### config.mk
export PLATFORM = sky130hd
export DESIGN_NAME = fixed_partition_fit_allocator_unit
export DESIGN_NICKNAME = d
export VERILOG_FILES = /design/src/sv/fpfa_pkg.sv /design/src/sv/fpfa_ram.sv /design/src/sv/fixed_partition_fit_allocator_unit.sv
export SDC_FILE = /design/constraint.sdc
export NUM_CORES = 1
export LEC_CHECK = 0
export BUFFER_PORTS_ARGS = -buffer_cell sky130_fd_sc_hd__buf_2
export CAP_MARGIN = 10
export CORE_UTILIZATION = 54
export CTS_CLUSTER_DIAMETER = 40
export DETAILED_ROUTE_END_ITERATION = 10
export PLACE_DENSITY = 0.76
export RECOVER_POWER = 25
export SLEW_MARGIN = 10
export SYNTH_ARGS = -nofsm -noshare
export SYNTH_HDL_FRONTEND = slang
export SYNTH_SLANG_ARGS = --single-unit
### constraint.sdc
create_clock -name clk_i -period 8.9 [get_ports clk_i]
set_input_delay 1.78 -clock clk_i [delete_from_list [all_inputs] [get_ports clk_i]]
set_output_delay 1.78 -clock clk_i [all_outputs]
set_load 0.01 [all_outputs]
### src/sv/fpfa_pkg.sv
`default_nettype none
package fpfa_pkg;

  localparam int unsigned BLOCK_SLOTS = 16;
  localparam int unsigned SIZE_BITS   = 16;

  localparam int unsigned IDX_W = $clog2(BLOCK_SLOTS);
  localparam int unsigned CNT_W = IDX_W + 1;
  localparam int unsigned SUM_W = SIZE_BITS + IDX_W + 1;
  localparam int unsigned TOT_W = 20;
  localparam logic [TOT_W-1:0] TOTAL_MAX = {TOT_W{1'b1}};

  typedef logic [SIZE_BITS-1:0] size_t;
  typedef logic [IDX_W-1:0]     idx_t;
  typedef logic [CNT_W-1:0]     cnt_t;
  typedef logic [SUM_W-1:0]     sum_t;
  typedef logic [TOT_W-1:0]     tot_t;

  typedef enum logic [1:0] {
    OP_LOAD  = 2'd0,
    OP_CLEAR = 2'd1,
    OP_ALLOC = 2'd2,
    OP_NOP   = 2'd3
  } op_e;

  typedef enum logic [1:0] {
    POL_BEST  = 2'd0,
    POL_WORST = 2'd1,
    POL_FIRST = 2'd2,
    POL_NEXT  = 2'd3
  } policy_e;

  typedef enum logic {
    CFG_POLICY      = 1'b0,
    CFG_BLOCK_COUNT = 1'b1
  } cfg_idx_e;

  typedef enum logic [1:0] {
    ST_IDLE,
    ST_SCAN,
    ST_FIN
  } state_e;

endpackage
`default_nettype wire

### src/sv/fpfa_ram.sv
`default_nettype none
module fpfa_ram #(
  parameter int unsigned WIDTH = 16,
  parameter int unsigned DEPTH = 16
) (
  input  wire logic                     clk_i,
  input  wire logic                     we_i,
  input  wire logic [$clog2(DEPTH)-1:0] waddr_i,
  input  wire logic [WIDTH-1:0]         wdata_i,
  input  wire logic                     re_i,
  input  wire logic [$clog2(DEPTH)-1:0] raddr_i,
  output logic      [WIDTH-1:0]         rdata_o
);

  logic [WIDTH-1:0] mem_q [DEPTH];

  always_ff @(posedge clk_i) begin
    if (we_i) begin
      mem_q[waddr_i] <= wdata_i;
    end
    if (re_i) begin
      rdata_o <= mem_q[raddr_i];
    end
  end

endmodule
`default_nettype wire

### src/sv/fixed_partition_fit_allocator_unit.sv
`default_nettype none
// Fixed-partition fit allocator.
// Input stream (s_axis): one beat per operation; tuser carries the op code
// (load block size, clear all allocations, allocate). Output stream (m_axis):
// exactly one result beat per input beat, in order.
// Config channel (cfg_*): index 0 is the fit policy (best, worst, first,
// next), index 1 the number of blocks in use; always ready, so write only while idle.
// Block sizes sit in a 16 x 16 synchronous RAM; taken marks and per-entry
// valid bits are flops, so an entry never loaded reads as size zero.
// Every op walks the blocks in use through the single RAM read port, one
// entry a cycle, summing free sizes and tracking the fit candidate; the
// next beat is taken the cycle after the item reaches the result register.
// A load writes the RAM in its accept cycle, a clear drops all marks then.
// The result sits in an output register: a stalled receiver holds it and
// the unit may finish scanning the next item meanwhile, but it will not
// retire that item until the register is free.
// Reset (rst_ni low, asynchronous): all blocks free and size zero, totals
// and next-fit resume point zero, policy best fit, sixteen blocks in use.
module fixed_partition_fit_allocator_unit (
  input  wire logic        clk_i,
  input  wire logic        rst_ni,
  // input stream
  input  wire logic        s_axis_tvalid,
  output logic             s_axis_tready,
  input  wire logic [23:0] s_axis_tdata,   // [3:0] block_slot, [19:4] size_kb
  input  wire logic [1:0]  s_axis_tuser,   // [1:0] op
  // result stream
  output logic             m_axis_tvalid,
  input  wire logic        m_axis_tready,
  output logic [63:0]      m_axis_tdata,   // [3:0] granted_block, [19:4] leftover,
                                           // [39:20] internal_total, [59:40] free_total
  output logic             m_axis_tuser,   // [0] granted
  // config writes
  input  wire logic        cfg_valid_i,
  output logic             cfg_ready_o,
  input  wire logic        cfg_index_i,
  input  wire logic [4:0]  cfg_data_i
);
  import fpfa_pkg::*;

  // config
  policy_e    policy_q;
  logic [4:0] block_count_q;

  // allocator state
  logic [BLOCK_SLOTS-1:0] taken_q;
  logic [BLOCK_SLOTS-1:0] loaded_q;
  idx_t                   resume_q;
  tot_t                   lsum_q;

  // item in flight
  state_e state_q, state_d;
  op_e    op_q;
  size_t  req_q;
  cnt_t   cnt_q;
  logic   rv_q;
  idx_t   ri_q;
  sum_t   sum_q;
  logic   found_q, hi_found_q;
  idx_t   pick_q, hi_pick_q;
  size_t  pick_sz_q, hi_sz_q;
  size_t  pick_d_q, hi_d_q;

  // output register
  logic   m_valid_q;
  logic   o_granted_q;
  idx_t   o_blk_q;
  size_t  o_left_q;
  tot_t   o_itot_q, o_ftot_q;

  logic  in_acc, issue, out_load;
  cnt_t  n_act;
  idx_t  start;
  size_t ram_rdata, in_size, e_size, e_diff;
  idx_t  in_slot;
  logic  e_free, e_fit, upd, hi_upd;
  logic  g_any;
  idx_t  g_pick;
  size_t g_size, g_left;
  sum_t  free_raw;
  logic [TOT_W:0] lsum_raw;
  tot_t  lsum_new, ftot_new;

  assign cfg_ready_o = 1'b1;
  assign in_slot     = idx_t'(s_axis_tdata[3:0]);
  assign in_size     = size_t'(s_axis_tdata[19:4]);
  assign in_acc      = s_axis_tvalid && s_axis_tready;

  assign n_act = (cnt_t'(block_count_q) > cnt_t'(BLOCK_SLOTS)) ? cnt_t'(BLOCK_SLOTS)
                                                               : cnt_t'(block_count_q);
  assign start = (cnt_t'(resume_q) < n_act) ? resume_q : '0;
  assign issue = (state_q == ST_SCAN) && (cnt_q < n_act);

  fpfa_ram #(
    .WIDTH (SIZE_BITS),
    .DEPTH (BLOCK_SLOTS)
  ) u_size_ram (
    .clk_i   (clk_i),
    .we_i    (in_acc && (op_e'(s_axis_tuser) == OP_LOAD)),
    .waddr_i (in_slot),
    .wdata_i (in_size),
    .re_i    (issue),
    .raddr_i (cnt_q[IDX_W-1:0]),
    .rdata_o (ram_rdata)
  );

  // entry evaluation, one block per cycle
  always_comb begin
    e_size = loaded_q[ri_q] ? ram_rdata : '0;
    e_free = !taken_q[ri_q];
    e_fit  = (op_q == OP_ALLOC) && e_free && (e_size >= req_q);
    e_diff = e_size - req_q;
    upd    = 1'b0;
    unique case (policy_q)
      POL_BEST:  upd = e_fit && (!found_q || (e_diff < pick_d_q));
      POL_WORST: upd = e_fit && (!found_q || (e_diff > pick_d_q));
      POL_FIRST,
      POL_NEXT:  upd = e_fit && !found_q;
      default:   upd = 1'b0;
    endcase
    // next fit: first candidate at or after the resume point wins
    hi_upd = e_fit && !hi_found_q && (ri_q >= start);
  end

  // final choice and totals
  always_comb begin
    if (policy_q == POL_NEXT && hi_found_q) begin
      g_any  = 1'b1;
      g_pick = hi_pick_q;
      g_size = hi_sz_q;
      g_left = hi_d_q;
    end else begin
      g_any  = found_q;
      g_pick = pick_q;
      g_size = pick_sz_q;
      g_left = pick_d_q;
    end
    // every term is non-negative, so clamping once equals clamping per add
    free_raw = sum_q - (g_any ? sum_t'(g_size) : '0);
    ftot_new = (free_raw > sum_t'(TOTAL_MAX)) ? TOTAL_MAX : tot_t'(free_raw);
    lsum_raw = {1'b0, lsum_q} + (g_any ? (TOT_W+1)'(g_left) : '0);
    lsum_new = (lsum_raw > {1'b0, TOTAL_MAX}) ? TOTAL_MAX : tot_t'(lsum_raw);
  end

  // sequencer
  always_comb begin
    state_d       = state_q;
    s_axis_tready = 1'b0;
    out_load      = 1'b0;
    unique case (state_q)
      ST_IDLE: begin
        s_axis_tready = 1'b1;
        if (s_axis_tvalid) begin
          state_d = ST_SCAN;
        end
      end
      ST_SCAN: begin
        if (!issue && !rv_q) begin
          state_d = ST_FIN;
        end
      end
      ST_FIN: begin
        if (!m_valid_q || m_axis_tready) begin
          out_load = 1'b1;
          state_d  = ST_IDLE;
        end
      end
      default: state_d = ST_IDLE;
    endcase
  end

  always_ff @(posedge clk_i or negedge rst_ni) begin
    if (!rst_ni) begin
      state_q <= ST_IDLE;
    end else begin
      state_q <= state_d;
    end
  end

  // config registers
  always_ff @(posedge clk_i or negedge rst_ni) begin
    if (!rst_ni) begin
      policy_q      <= POL_BEST;
      block_count_q <= 5'd16;
    end else if (cfg_valid_i) begin
      unique case (cfg_idx_e'(cfg_index_i))
        CFG_POLICY:      policy_q      <= policy_e'(cfg_data_i[1:0]);
        CFG_BLOCK_COUNT: block_count_q <= cfg_data_i;
        default:         ;
      endcase
    end
  end

  // allocator state and scan control
  always_ff @(posedge clk_i or negedge rst_ni) begin
    if (!rst_ni) begin
      taken_q    <= '0;
      loaded_q   <= '0;
      resume_q   <= '0;
      lsum_q     <= '0;
      rv_q       <= 1'b0;
      cnt_q      <= '0;
      found_q    <= 1'b0;
      hi_found_q <= 1'b0;
      m_valid_q  <= 1'b0;
    end else begin
      rv_q <= issue;
      if (issue) begin
        cnt_q <= cnt_q + 1'b1;
      end
      if (in_acc) begin
        cnt_q      <= '0;
        found_q    <= 1'b0;
        hi_found_q <= 1'b0;
        unique case (op_e'(s_axis_tuser))
          OP_LOAD:  loaded_q[in_slot] <= 1'b1;
          OP_CLEAR: begin
            taken_q  <= '0;
            lsum_q   <= '0;
            resume_q <= '0;
          end
          OP_ALLOC,
          OP_NOP:   ;
          default:  ;
        endcase
      end
      if (rv_q && upd) begin
        found_q <= 1'b1;
      end
      if (rv_q && hi_upd) begin
        hi_found_q <= 1'b1;
      end
      if (out_load && g_any) begin
        taken_q[g_pick] <= 1'b1;
        resume_q        <= g_pick;
        lsum_q          <= lsum_new;
      end
      if (out_load) begin
        m_valid_q <= 1'b1;
      end else if (m_axis_tready) begin
        m_valid_q <= 1'b0;
      end
    end
  end

  // payload registers
  always_ff @(posedge clk_i) begin
    if (in_acc) begin
      op_q  <= op_e'(s_axis_tuser);
      req_q <= in_size;
      sum_q <= '0;
    end
    ri_q <= cnt_q[IDX_W-1:0];
    if (rv_q && e_free) begin
      sum_q <= sum_q + sum_t'(e_size);
    end
    if (rv_q && upd) begin
      pick_q    <= ri_q;
      pick_sz_q <= e_size;
      pick_d_q  <= e_diff;
    end
    if (rv_q && hi_upd) begin
      hi_pick_q <= ri_q;
      hi_sz_q   <= e_size;
      hi_d_q    <= e_diff;
    end
    if (out_load) begin
      o_granted_q <= g_any;
      o_blk_q     <= g_any ? g_pick : '0;
      o_left_q    <= g_any ? g_left : '0;
      o_itot_q    <= g_any ? lsum_new : lsum_q;
      o_ftot_q    <= ftot_new;
    end
  end

  assign m_axis_tvalid = m_valid_q;
  assign m_axis_tuser  = o_granted_q;
  assign m_axis_tdata  = {4'd0, 20'(o_ftot_q), 20'(o_itot_q), 16'(o_left_q), 4'(o_blk_q)};

endmodule
`default_nettype wire
==> reports/results.ini, run 1 <==
[clock_network]
clock-sinks=522
cts-htree-levels=3
cts_tree=done
post-cts-setup-buffers=0
clkLatencyLatePin_ps=590
post_cts_resize_count=0
numCtsBuffers=68
root_buffer=clkbuf_16
ctsHoldBuffers=0
clk_pin_slew_ps=60
cts_buffer_depth=3

[critical_path]
worstPathRequired_ps=9140
startpoint_type=flip-flop
critPathCaptureType=flip-flop
max_stage_delay_ps=670
path_cells=mux4_2, mux4_2, nand2_1, ha_1, inv_1, fa_1, a21o_1, a21o_1, a21o_1, a2111oi_0, or2_1, o21ai_0, xor2_1, ha_1, nand4_1, or3_1, o221ai_1, mux2i_1, a21oi_4, buf_4
slowest_stage=a2111oi_0
worstSetupPathDepth=20
cp_max_fo=22
cpMostUsedCell=a21o_1
reg2reg_depth=20
crit_buf_inv=2
cp.arrival_ps=7210
cp_top_family=compound AO/OA/AOI/OAI gates
critPathKind=flip-flop to flip-flop

[power_and_ir_drop]
power.density_nw_per_um2=317.8
power_frac_seq=0.382
p_sw_uw=2775
p_comb_frac=0.312
p_sw_frac=0.3223
p_leak_uw=0.01039
p_int_uw=5835
p_clk_frac=0.306
peakVddDrop_mv=0.1892

[timing]
rsz0062_at_grt=no
fin_tns_setup_ps=0
fin_ws_ps=1924
fin_skew_ps=28.33
timing.slew.headroom=-1.803
period_minus_slack_ps=6976
setup_viol=0
slew_violations=185
fmax_ghz=0.1433
finalHoldViolCount=0
fin_crit_sh=0.7838
worstMarginPinSlew_ps=4205

[die]
ios=105
die_w_um=211.5
core-area_um2=43170
dieArea_um2=44740
start_util=0.5492
row_count=76
die_y_um=211.5

[yosys]
ys_seq_elements=522
synth_area_um2=23710
yosysWarningCount=0
ys_seq_area_frac=0.6439
avgSynthCellArea_um2=14.54
synth.distinct_cells=74
synth_ff_type=edfxtp_1
yosys.area.top_type=edfxtp_1
yosys.area.top_type_share=0.5624
ys_async_sr_fraction=0.1418
ys_top_cells_by_area=edfxtp_1 (56%), mux4_2 (8.5%), dfrtp_1 (7.7%)
synth_edf_count=444
syn_inst=1631

[final_layout]
fin_nets=1900
fill_cells=3130
diodes=0
drive_gt1_frac=0.1905
area.growth.synth_to_final_pct=14.29

[place]
io_buffers=95
gp_congestion=0.9369
pre_cts_ws_ps=1963
hpwl_um=32830

[drt]
postRouteAntennaNets=0
num_vias=14390
routed_via_density=5.979
drt_first_pass_iters=7
drt_iter0_markers=1327
wire_per_inst_um=21.53
remaining_drc_errors=0
wl_um=51820

[global_route]
antenna_found_initial=0
track_usage=0.2380
overflow=0
grt_start_max_net_pins=75
grt_pass1_wl_um=80360
grt_pass1_vias=14370

[run_status]
violations=max-capacitance violations, max-slew violations
run_status=finished, violations left

[hold_path]
hold_class=flip-flop to flip-flop
hold_depth=1

[job]
drv_cap=5

==> power by group through the flow <==
| stage | registers [µW] | logic, µW | clock network [µW] |
|---|---|---|---|
| floorplan | 3230 | 2030 | 0 |
| global placement | 3330 | 2540 | 0 |
| detailed placement | 3340 | 2620 | 0 |
| CTS | 3290 | 2640 | 2680 |
| global route | 3320 | 2960 | 2770 |
| finish | 3290 | 2680 | 2640 |
==> registers in the layout (all words and copies together), names as in the netlist, 5 cells and up <==
register            count
cnt_q                   5
u_size_ram.rdata_o     16
hi_d_q                 16
req_q                  16
loaded_q               16
o_ftot_q               20
pick_sz_q              16
lsum_q                 20
u_size_ram.mem_q      256
sum_q                  21
pick_d_q               16
o_left_q               16
hi_sz_q                16
taken_q                16
block_count_q           5
o_itot_q               20
==> cells in the mapped netlist, types with 20 or more instances <==
| library cell | number |
|---|---|
| clkbuf_1 | 45 |
| a31oi_1 | 21 |
| and2_1 | 20 |
| nor2_1 | 81 |
| nand2_1 | 140 |
| o21ai_0 | 47 |
| nand3_1 | 53 |
| inv_1 | 61 |
| edfxtp_1 | 444 |
| ha_1 | 93 |
| a21oi_1 | 77 |
| a21o_1 | 44 |
| xnor2_1 | 26 |
| mux4_2 | 90 |
| xor2_1 | 25 |
| nor3_1 | 27 |
| dfrtp_1 | 73 |
| and3_1 | 27 |
==> cell usage in the layout (no fill, tap or decap), types with 9 or more instances in the layout <==
| master | Yosys | routed |
|---|---|---|
| nor2b_1 | 9 | 9 |
| or2_2 | 15 | 15 |
| clkbuf_16 | 0 | 70 |
| o21ai_0 | 47 | 47 |
| clkbuf_1 | 45 | 33 |
| xor2_1 | 25 | 25 |
| xnor2_1 | 26 | 26 |
| mux2_2 | 10 | 10 |
| nand4_1 | 15 | 15 |
| inv_1 | 61 | 61 |
| inv_6 | 0 | 14 |
| a21o_1 | 44 | 44 |
| a21oi_1 | 77 | 76 |
| nand2_1 | 140 | 140 |
| nor3_1 | 27 | 22 |
| o21bai_1 | 10 | 10 |
| mux4_2 | 90 | 90 |
| edfxtp_1 | 444 | 444 |
| mux2i_1 | 10 | 10 |
| and2_1 | 20 | 20 |
| a211oi_1 | 12 | 12 |
| nand3_1 | 53 | 53 |
| o21ai_1 | 9 | 9 |
| a31oi_1 | 21 | 21 |
| buf_2 | 7 | 77 |
| or3_1 | 14 | 14 |
| nor2_1 | 81 | 81 |
| ha_1 | 93 | 93 |
| and3_1 | 27 | 26 |
| buf_4 | 6 | 27 |
| dfrtp_1 | 73 | 72 |
==> layer usage <==
layer	share of wire	vias up	global-route usage
li1	-	6551	-
met1	0.41	7160	0.3141
met2	0.49	564	0.3939
met3	0.068	117	0.04688
met4	0.030	0	0.08596
met5	0	-	0
==> logic make-up after synthesis <==
| logic type | after synthesis | synth area share |
|---|---|---|
| mux | 110 | 0.09447 |
| xor+xnor | 51 | 0.01884 |
| fa+ha+maj | 97 | 0.05246 |
| other cells | 2 | 0.0003168 |
| flops | 522 | 0.6439 |
| compound gates | 278 | 0.07658 |
| buf+inv | 125 | 0.02111 |
| simple gates | 446 | 0.09230 |
==> final timing paths <==
kind	from	slack (ps)	endpoint
worst min register to register	loaded_q[10]	460	loaded_q[10]
worst min-delay path	loaded_q[10]	460	loaded_q[10]
min in group asynchronous	rst_ni	1330	lsum_q[0]
max in group asynchronous	rst_ni	6820	cnt_q[1]
worst max register to register	ri_q[0]	1920	pick_sz_q[13]
worst max-delay path	ri_q[0]	1920	pick_sz_q[13]
==> final cells by class <==
| class | count | area, µm² | share of cell area |
|---|---|---|---|
| Sequential cell | 522 | 15270 | 0.5634 |
| Multi-Input combinational cell | 987 | 7990 | 0.2949 |
| Clock buffer | 84 | 1824 | 0.06733 |
| Tap cell | 585 | 732.0 | 0.02701 |
| Timing Repair Buffer | 125 | 666.9 | 0.02461 |
| Clock inverter | 42 | 382.9 | 0.01413 |
| Inverter | 62 | 232.7 | 0.008589 |
==> metrics by stage <==
| step | hold slack [ps] | std cells | cell area [µm²] | total power (µW) | util |
|---|---|---|---|---|---|
| floorplan | 368.4 | 1634 | 23720 | 5260 | - |
| global placement | 443.2 | 2281 | 24930 | 5861 | 0.5774 |
| detailed placement | 448.9 | 2281 | 24930 | 5953 | 0.5774 |
| CTS | 464.5 | 2407 | 27140 | 8615 | 0.6286 |
| global route | 479.1 | 2407 | 27100 | 9052 | 0.6276 |
| finish | 463.1 | 2407 | 27100 | 8610 | 0.6276 |
Power figures use the tool's default switching activity.
==> run 2: changes to the inputs <==
Clock period 8.9 ns to 7.3 ns, I/O delays scaled along.
==> run 2 against run 1 <==
  * The run still ends with max-capacitance violations, max-slew violations left
  * Via count rose by 1.5%
  * Design area rose by 1.0%
  * Die area unchanged
  * Largest power group unchanged
  * Largest cell class unchanged
==> reports/results.ini, run 2 (same netlist as run 1, synthesis figures left out) <==
[run_status]
run_status=finished, violations left
violations=max-capacitance violations, max-slew violations

[final_layout]
diodes=0  ; unchanged
fill_cells=3112  ; -0.58%
instances_no_fill=2408  ; +0.042%
reg_top3=u_size_ram.mem_q (256), sum_q (21)
final_common_cell=edfxtp_1
drive_gt1_frac=0.1931  ; +0.002638
fin_nets=1902  ; +0.11%
largest_reg_flops=256  ; unchanged
layout_common_cells=edfxtp_1 (444), nand2_1 (140), ha_1 (93), mux4_2 (90), nor2_1 (81)
area.growth.synth_to_final_pct=15.44
top_register=u_size_ram.mem_q

[critical_path]
slowest_stage=a2111oi_0
path_cells=mux4_2, mux4_2, nand2_1, ha_1, inv_1, fa_1, a21o_1, a21o_1, a21o_1, a2111oi_0, or2_1, o21ai_0, xor2_1, ha_1, nand4_1, or3_1, o221ai_1, mux2i_1, a21oi_4, buf_12
cp_max_fo=36  ; +64%
critPathCaptureType=flip-flop
cpMostUsedCell=a21o_1
critPathKind=flip-flop to flip-flop
cp.arrival_ps=6910  ; -300 ps
startpoint_type=flip-flop
worstPathRequired_ps=7600  ; -1540 ps
max_stage_delay_ps=750  ; +80 ps
ff2ff_setup_slack_ps=690  ; -1230 ps

[global_route]
grt_start_max_net_pins=75  ; unchanged
overflow=0  ; unchanged
met1_usage=0.3443  ; +0.03020
use_met3=0.03931  ; -0.007566
busiest_layer=met2
antenna_found_initial=0  ; unchanged
grt_pass1_wl_um=83260  ; +3.6%
track_usage=0.2486  ; +0.01062
grt_pass1_vias=14480  ; +0.77%
gr-usage-met2=0.4060  ; +0.01202

[clock_network]
post_cts_resize_count=0  ; unchanged
clock-sinks=522  ; unchanged
cts-htree-levels=3  ; unchanged
cts_buffer_depth=3  ; unchanged
cts_tree=done
ctsHoldBuffers=0  ; unchanged
post-cts-setup-buffers=0  ; unchanged
root_buffer=clkbuf_16
clk_pin_slew_ps=60  ; about the same
numCtsBuffers=69  ; +1.5%
clkLatencyLatePin_ps=590  ; about the same

[timing]
worstMarginPinSlew_ps=2034  ; -2171 ps
timing.slew.headroom=-0.3558  ; +1.447
whs_ps=461.9  ; -1.153 ps
fmax_ghz=0.1514  ; +5.6%
fin_tns_setup_ps=0  ; unchanged
fin_skew_ps=27.51  ; -0.8205 ps
finalHoldViolCount=0  ; unchanged
slew_violations=44  ; -76%
period_minus_slack_ps=6607  ; -369.1 ps
fin_crit_sh=0.9051  ; +0.1212
setup_viol=0  ; unchanged
rsz0062_at_grt=no

[place]
hpwl_um=33260  ; +1.3%
dp.cells=2281  ; unchanged
io_buffers=95  ; unchanged
gp_congestion=0.9196  ; -1.8%

[drt]
remaining_drc_errors=0  ; unchanged
routed_via_density=6.069  ; +1.5%
postRouteAntennaNets=0  ; unchanged
drt_first_pass_iters=5  ; -2
num_vias=14620  ; +1.5%
drt_iter0_markers=1532  ; +15%
wire_per_inst_um=22.43  ; +4.2%
wl_um=54000  ; +4.2%

[die]
ios=105  ; unchanged
dieArea_um2=44740  ; unchanged
core-area_um2=43170  ; unchanged
start_util=0.5492  ; unchanged
die_y_um=211.5  ; unchanged
row_count=76  ; unchanged
die_w_um=211.5  ; unchanged

[power_and_ir_drop]
p_leak_uw=0.01052  ; +1.2%
peakVddDrop_mv=0.2260  ; +19%
power.density_nw_per_um2=395.0  ; +24%

[job]
drv_cap=2  ; -3

[hold_path]
hold_class=flip-flop to flip-flop

## run 2: stage by stage
step | setup WS [ps] | utilization | total power, µW | area [µm²]
3_5_place_dp | 766.7 | 0.5777 | 7262 | 24940
2_1_floorplan | 631.0 | - | 6413 | 23720
3_3_place_gp | 881.4 | 0.5777 | 7157 | 24940
6_report | 693.0 | 0.6340 | 10810 | 27370
5_1_grt | 356.7 | 0.6340 | 11340 | 27370
4_1_cts | 732.2 | 0.6345 | 10850 | 27390
## run 2: power by group
part / internal [µW] / switching, µW / total [µW]
clock network: 2250 / 1320 / 3560
logic: 1390 / 1850 / 3240
registers: 3750 / 255 / 4000
total: 7390 / 3420 / 10800
## run 2: path summary, 6_finish.rpt
kind / startpoint / depth (start not counted) / end
hold / removal: loaded_q[10] / 1 / loaded_q[10]
setup reg to reg: ri_q[0] / 20 / pick_sz_q[4]
max in group asynchronous: rst_ni / 1 / cnt_q[1]
min in group asynchronous: rst_ni / 1 / lsum_q[2]
setup / recovery: ri_q[0] / 20 / pick_sz_q[4]
hold reg to reg: loaded_q[10] / 1 / loaded_q[10]
## run 2: critical path, delay by kind of cell, from the launching register on
kind	cells	cell delay (ps)
mux	3	1610
buf+inv	2	270
fa+ha+maj	3	910
xor+xnor	1	200
simple gates	4	950
flops	1	590
compound gates	7	1750
## run 2: layout make-up
cell class,count,area [µm²],area share
repair buffers,126,696.9,0.02546
clock buffers,81,1823,0.06661
clock inverters,45,626.9,0.02290
inverters,62,232.7,0.008503
well taps,585,732.0,0.02674
multi-input cells,987,7990,0.2919
flip-flops and latches,522,15270,0.5578
## run 2: per-layer routing
metal / part of all wire / vias up / wire length, µm
met5: 0 / - / 0
met2: 0.49 / 628 / 26520
li1: - / 6562 / -
met4: 0.024 / 0 / 1319
met3: 0.070 / 110 / 3766
met1: 0.41 / 7315 / 22400
